## config.mk

```make
export PLATFORM = sky130hd
export DESIGN_NAME = spc_cell
export DESIGN_NICKNAME = d
export VERILOG_FILES = /design/src/hw/rtl/spc_pkg.sv /design/src/hw/rtl/spc_cell.sv
export SDC_FILE = /design/constraint.sdc
export NUM_CORES = 1
export LEC_CHECK = 0
export BUFFER_PORTS_ARGS = -buffer_cell sky130_fd_sc_hd__buf_2
export CELL_PAD_IN_SITES_DETAIL_PLACEMENT = 1
export CELL_PAD_IN_SITES_GLOBAL_PLACEMENT = 1
export CORE_MARGIN = 5
export CORE_UTILIZATION = 32
export CTS_CLUSTER_DIAMETER = 80
export CTS_CLUSTER_SIZE = 10
export DETAILED_ROUTE_END_ITERATION = 6
export PLACE_DENSITY = 0.85
export RECOVER_POWER = 25
export SETUP_SLACK_MARGIN = 0.02
export SLEW_MARGIN = 20
export SYNTH_ARGS = -nofsm -noshare
export SYNTH_HDL_FRONTEND = slang
export SYNTH_SLANG_ARGS = --single-unit
```

## constraint.sdc

```tcl
create_clock -name clk -period 2.8 [get_ports clk]
set_clock_uncertainty 0.1 [all_clocks]
set_input_delay 0 -clock clk [delete_from_list [all_inputs] [get_ports clk]]
set_output_delay 0 -clock clk [all_outputs]
set_load 0.02 [all_outputs]
```

## src/hw/rtl/spc_pkg.sv

```systemverilog
// shared types, codes and sizes for the sequence precedence closure block
package spc_pkg;

  localparam int MAX_NODES    = 64;
  localparam int NODE_IW      = (MAX_NODES > 1) ? $clog2(MAX_NODES) : 1;
  localparam int NODE_COUNT_W = 7;
  localparam int NODE_ID_W    = 7;
  localparam int OP_W         = 2;
  localparam int ROW_INDEX_W  = 6;
  localparam int ROW_BITS_W   = 64;
  localparam int IN_TDATA_W   = 8;
  localparam int OUT_TDATA_W  = 72;
  localparam int CFG_ADDR_W   = 1;
  localparam int CFG_DATA_W   = 7;

  // operation codes
  localparam logic [OP_W-1:0] OP_ELEMENT = 2'd0;
  localparam logic [OP_W-1:0] OP_END_SEQ = 2'd1;
  localparam logic [OP_W-1:0] OP_FINISH  = 2'd2;

  // register indexes
  localparam logic [CFG_ADDR_W-1:0] REG_NODE_COUNT = 1'd0;
  localparam logic [CFG_ADDR_W-1:0] REG_DIRECTION  = 1'd1;

  // cell commands
  localparam int CELL_CMD_W = 3;
  localparam logic [CELL_CMD_W-1:0] CELL_HOLD      = 3'd0;
  localparam logic [CELL_CMD_W-1:0] CELL_LOAD      = 3'd1;
  localparam logic [CELL_CMD_W-1:0] CELL_MASK      = 3'd2;
  localparam logic [CELL_CMD_W-1:0] CELL_CLOSE     = 3'd3;
  localparam logic [CELL_CMD_W-1:0] CELL_SHIFT_ROW = 3'd4;
  localparam logic [CELL_CMD_W-1:0] CELL_SHIFT_COL = 3'd5;

  typedef logic [MAX_NODES-1:0] row_vec_t;

  typedef struct packed {
    logic [CELL_CMD_W-1:0] cmd;
    row_vec_t              load_bit;
    row_vec_t              mask;
  } cell_ctrl_t;

endpackage

```

## src/hw/rtl/spc_cell.sv

```systemverilog
// one matrix row cell: load, mask, closure step with rotation, and emit shifts
module spc_cell
  import spc_pkg::*;
(
  input  logic       clk,
  input  logic       rst_n,
  input  cell_ctrl_t ctrl,
  input  logic       seen_i,
  input  logic       keep_i,
  input  row_vec_t   head_row,
  input  row_vec_t   nbr_row,
  output row_vec_t   row_o
);

  row_vec_t row_r;
  row_vec_t row_nxt;
  row_vec_t merged;

  // pivot column always sits at bit 0 since every row rotates once per step
  assign merged = nbr_row[0] ? (nbr_row | head_row) : nbr_row;

  always_comb begin
    row_nxt = row_r;
    unique case (ctrl.cmd)
      CELL_HOLD:      row_nxt = row_r;
      CELL_LOAD:      row_nxt = seen_i ? (row_r | ctrl.load_bit) : row_r;
      CELL_MASK:      row_nxt = keep_i ? (row_r & ctrl.mask) : '0;
      CELL_CLOSE:     row_nxt = {merged[0], merged[MAX_NODES-1:1]};
      CELL_SHIFT_ROW: row_nxt = nbr_row;
      CELL_SHIFT_COL: row_nxt = row_r >> 1;
      default:        row_nxt = row_r;
    endcase
  end

  always_ff @(posedge clk) begin
    if (!rst_n) begin
      row_r <= '0;
    end else begin
      row_r <= row_nxt;
    end
  end

  assign row_o = row_r;

endmodule

```

==> results of run 1 <==
## tightest hold or removal path, cell delays in order
cell and delay (ns):
buf_2 0.07, and3_1 0.13, a2111oi_0 0.06, nor3_1 0.15
## what timing repair did
item                                    4_1_cts  5_1_grt
resized for setup                             0        1
endpoints found under the hold margin        63        0
hold buffers                                150        0
endpoints found under the setup margin        0        2
## stage by stage
| stage | instances | hold WS, ns | instance area [sq um] | util (%) |
|---|---|---|---|---|
| finish | 1203 | 0.0378 | 8470 | 55.5 |
| global route | 1203 | 0.0401 | 8470 | 55.5 |
| CTS | 1201 | 0.0124 | 8500 | 55.7 |
| detailed placement | 1038 | 0.176 | 6740 | 44.1 |
| global placement | 1038 | 0.168 | 6740 | 44.1 |
| floorplan | 549 | 0.0830 | 4980 | - |
## report_power, final
| part | total [mW] | switching (mW) | internal [mW] |
|---|---|---|---|
| clock network | 1.04 | 0.411 | 0.632 |
| registers | 1.12 | 0.121 | 1.00 |
| logic | 1.27 | 0.678 | 0.593 |
| total | 3.44 | 1.21 | 2.23 |
## layout by cell type (no fill, tap or decap), types with 3 or more instances in the layout
| cell type | instances |
|---|---|
| a2111oi_2 | 7 |
| a2111oi_4 | 3 |
| a211oi_1 | 65 |
| a211oi_2 | 50 |
| a21oi_1 | 87 |
| a22o_1 | 20 |
| a32oi_1 | 52 |
| and3_1 | 9 |
| and3_4 | 3 |
| buf_12 | 3 |
| buf_2 | 292 |
| buf_4 | 17 |
| clkbuf_1 | 33 |
| clkbuf_16 | 9 |
| dfxtp_1 | 64 |
| dlygate4sd3_1 | 150 |
| mux2i_1 | 20 |
| nand2_1 | 22 |
| nand2b_1 | 11 |
| nor2_1 | 12 |
| nor3_1 | 8 |
| nor3_2 | 3 |
| o22a_1 | 32 |
## logic make-up (layout without fill, tap and decap cells)
group / after synthesis / count (layout) / synth area share [%]
DFF: 64 / 64 / 25.7
buffers and inverters: 67 / 508 / 7.29
other: 0 / 2 / 0
muxes: 20 / 20 / 4.02
xor gates and xnor gates: 1 / 1 / 0.327
and+or+nand+nor: 77 / 77 / 8.84
AOI/OAI and AO/OA: 320 / 320 / 53.8
## worst max-delay path by stage
| stage | slack, ns | to | startpoint | cells after the start |
|---|---|---|---|---|
| after global placement | 0.87 | row_o[1]$_SDFFE_PN0P_ | ctrl[130] | 5 |
| after detailed placement | 0.80 | row_o[1]$_SDFFE_PN0P_ | ctrl[130] | 5 |
| after global routing | 0.1 | row_o[55]$_SDFFE_PN0P_ | ctrl[129] | 8 |
| final | 0.10 | row_o[59]$_SDFFE_PN0P_ | ctrl[129] | 8 |
| after floorplan | 1.46 | row_o[33]$_SDFFE_PN0P_ | ctrl[129] | 7 |
| after CTS | 0.28 | row_o[32]$_SDFFE_PN0P_ | ctrl[130] | 8 |
## final cells by class
type                            instances  share of cell area (%)
Tap cell                              211                    3.12
Antenna cell                            2                  0.0591
Sequential cell                        64                    15.1
Clock inverter                          1                  0.0591
Timing Repair Buffer                  494                    38.6
Inverter                                1                  0.0591
Multi-Input combinational cell        418                    39.9
Clock buffer                           12                    3.03
## layer usage
metal | vias to the layer above | wire, microns | global-route usage [%]
li1 | 3148 | - | -
met1 | 3588 | 10800 | 33.7
met2 | 510 | 15100 | 57.1
met3 | 140 | 2540 | 7.34
met4 | 4 | 1890 | 21.9
met5 | - | 14 | 0
==> out/results.ini, run 1 <==
[status]
outcome=completed

[synthesis]
synthFlopType=dfxtp_1
syn-cell-area_sq_um=4980
synthTopCellsByArea=dfxtp_1 (26%), a211oi_2 (13%), a211oi_1 (9.8%), a32oi_1 (9.1%), a21oi_1 (8.7%)
synthArstFlopShare_pct=0
synth_seq_area_share_pct=25.7
yosys_warnings=0
post-synth-top-count-cell=a21oi_1
synth_area_leader_cell=dfxtp_1
synthTopCellsByCount=a21oi_1 (87), a211oi_1 (65), dfxtp_1 (64), a32oi_1 (52), a211oi_2 (50)
ys_ff_latch=64
avgSynthCellArea_sq_um=9.07
synth_edf_count=0
synthCells=549
syn_nets=812
synth_top_area_share_pct=25.7
synth_cell_type_count=35

[setup_path]
arrival_ns=2.87
r2r_cells=4
r2r_slack_ns=0.60
cp_common_cell=dlygate4sd3_1
worstPathCellList=buf_2, nor2b_4, and3_1, buf_4, a32oi_1, dlygate4sd3_1, a211oi_2, dlygate4sd3_1
critical_path_buf_inv_count=4
r2r_end=row_o[59]$_SDFFE_PN0P_
path_delay_family=buffers and inverters
crit_path_end_kind=register
max_stage_delay_ns=0.64
worstPathRequired_ns=2.97
timing.rr.start=row_o[59]$_SDFFE_PN0P_
start_kind=input pin
crit_slowest_cell=dlygate4sd3_1
crit_type=input pin to register
path_max_fanout=21

[cells_and_area]
n_fill_cell=1841
largest_reg_flops=64
finalNetCount=1251
regArea_sq_um=1280
synthToLayoutAreaGrowth_pct=70.1
multi_input_area_sq_um=3380
drive_gt1_share_pct=40.3

[power_and_ir_drop]
power.total_mw=3.44
peakVddDrop_uv=267
p_leak_nw=3.52
pwr_density_cell_nw_per_um2=406

[flow_run]
drv_cap=0

[hold_path]
hold_depth=4
hold_path.class=input pin to register
hold_end=row_o[1]$_SDFFE_PN0P_
holdCritStartpoint=ctrl[1]

[clock_network]
post_cts_buffers=0
cts-buffers-inserted=9
cts-root-buf=clkbuf_16
clk_latency_ns=0.33
path_clk_slew_ns=0.06
cts_max_level=3
cts_sinks=64
clk_path_buf_depth=2
cts_tree=done

[sta]
final-hold-violation-count=0
slew_violations=0
setup_ws_ns=0.101
maxSlewHeadroom_pct=34.0
worstMarginPinSlew_ns=0.991
grt_setup_unrepaired=no
setup-tns-final_ns=0
max_freq_mhz=370
fin_crit_sh_pct=96.4
fin_crit_ns=2.70
finalSetupViolations=0

[routing]
viasPerCell=6.14
first_pass_iters=5
vias=7390
drc=0
drtIter0Drc=422
wl_per_cell_microns=25.3
wirelength_microns=30400
ant_nets=0

[grt]
grt_pass1_wl_microns=45800
antenna_found_initial=4
grt_pass1_vias=8389
grt_overflow=0
grt_max_degree=64
grtUsageTotal_pct=32.2

[place]
dp_hpwl_microns=17400
place_ws_ns=0.800
place.gp.congestion=0.816
numPortBuffers=325

[die]
core_sq_um=15300
boundaryPins=327
die_h_microns=135
initial_core_util_pct=32.6
rows=45
dieArea_sq_um=18200
fp.dieW_microns=135

Power figures use the tool's default switching activity.
==> inputs of run 2 (changes only) <==
- ABC_CLOCK_PERIOD_IN_PS: not set -> 2800
- RECOVER_POWER: 25 -> not set
==> run 2 against run 1 <==
  * Fmax increased by 0.73%
  * Highest routed layer unchanged
  * Cell count unchanged
  * Combinational power about the same
  * Register-to-register slack about the same
  * Non-clock buffer count unchanged
==> out/results.ini, run 2 (synthesized netlist as in run 1, its figures left out) <==
[cells_and_area]
fin_area_sq_um=8510
mostFrequentLayoutCells=buf_2 (324), dlygate4sd3_1 (150), a21oi_1 (87)
regArea_sq_um=1280
synthToLayoutAreaGrowth_pct=70.9
n_fill_cell=1826
largest_reg_flops=64
finalNetCount=1251
final_common_cell=buf_2
drive_gt1_share_pct=43.5
multi_input_area_sq_um=3380
fin_cells=1203

[clock_network]
clk_path_buf_depth=2
path_clk_slew_ns=0.06
cts_sinks=64
cts-buffers-inserted=9
cts-root-buf=clkbuf_16
cts_tree=done
cts_max_level=3
post_cts_buffers=0
clk_latency_ns=0.33

[sta]
max_freq_mhz=373
worstMarginPinSlew_ns=1.00
fin_crit_sh_pct=95.7
setup-tns-final_ns=0
grt_setup_unrepaired=no
maxSlewHeadroom_pct=33.4
slew_violations=0
fin_crit_ns=2.68
finalSetupViolations=0
final-hold-violation-count=0

[hold_path]
hold_depth=4
hold_path.class=input pin to register

[place]
placed_cells=1038
place.gp.congestion=0.816
numPortBuffers=325
dp_hpwl_microns=17400
place_area_sq_um=6740

[die]
rows=45
dieArea_sq_um=18200
boundaryPins=327
die_h_microns=135
core_sq_um=15300
initial_core_util_pct=32.6
fp.dieW_microns=135

[flow_run]
drv_cap=0

[grt]
grtUsageTotal_pct=32.2
grt_pass1_vias=8389
antenna_found_initial=4
grt_pass1_wl_microns=45800
grt_max_degree=64
grt_overflow=0

[status]
outcome=completed

[setup_path]
r2r_cells=4
path_max_fanout=21
arrival_ns=2.85
crit_type=input pin to register
worstPathRequired_ns=2.97
start_kind=input pin
crit_path_end_kind=register

[routing]
drc=0
first_pass_iters=5
viasPerCell=6.08
ant_nets=0
wl_per_cell_microns=25.2
vias=7317
drtIter0Drc=431
wirelength_microns=30300

[power_and_ir_drop]
pwr_density_cell_nw_per_um2=406
peakVddDrop_uv=269
p_leak_nw=3.64

## run 2: critical path, cell delays in order
cell and delay [ns]:
buf_2 0.27, nor2b_4 0.48, and3_1 0.22, buf_4 0.28, a32oi_1 0.14, dlygate4sd3_1 0.64
a211oi_2 0.19, dlygate4sd3_1 0.61
## run 2: per-layer routing
layer,vias up,GRT usage [%],wire (microns)
li1,3148,-,-
met5,-,0,7
met3,144,7.34,2440
met4,2,21.9,1920
met1,3521,33.7,10800
met2,502,57.1,15100
## run 2: final timing paths
path	slack [ns]	end	start
max	0.12	row_o[59]$_SDFFE_PN0P_	ctrl[129]
min	0.04	row_o[1]$_SDFFE_PN0P_	ctrl[1]
max reg2reg	0.60	row_o[59]$_SDFFE_PN0P_	row_o[59]$_SDFFE_PN0P_
min reg2reg	0.48	row_o[63]$_SDFFE_PN0P_	row_o[63]$_SDFFE_PN0P_
## run 2: repair_timing
| item | 4_1_cts | 5_1_grt |
|---|---|---|
| resized for setup | 0 | 1 |
| hold buffers | 150 | 0 |
| hold endpoints to repair | 63 | 0 |
| setup endpoints to repair | 0 | 2 |
## run 2: area by class of cell
| class | count | share of cell area [%] |
|---|---|---|
| diodes | 2 | 0.0588 |
| clock buffers | 12 | 3.01 |
| clock inverters | 1 | 0.0588 |
| inverters | 1 | 0.0588 |
| multi-input cells | 418 | 39.7 |
| flip-flops and latches | 64 | 15.1 |
| well taps | 211 | 3.10 |
| repair buffers | 494 | 38.9 |
## run 2: stage by stage
step                power (mW)  setup slack [ns]  hold slack [ns]  util, %
finish                    3.45             0.120           0.0359     55.8
global placement          2.12             0.872            0.168     44.1
global route              3.58            0.0979           0.0401     55.8
CTS                       3.39             0.285           0.0124     55.7
detailed placement        2.15             0.800            0.176     44.1
floorplan                 1.71              1.46           0.0830        -
## run 2: power breakdown
part / internal [mW] / total, mW / switching (mW)
combinational: 0.604 / 1.28 / 0.678
clock: 0.632 / 1.05 / 0.415
sequential: 1.00 / 1.12 / 0.119
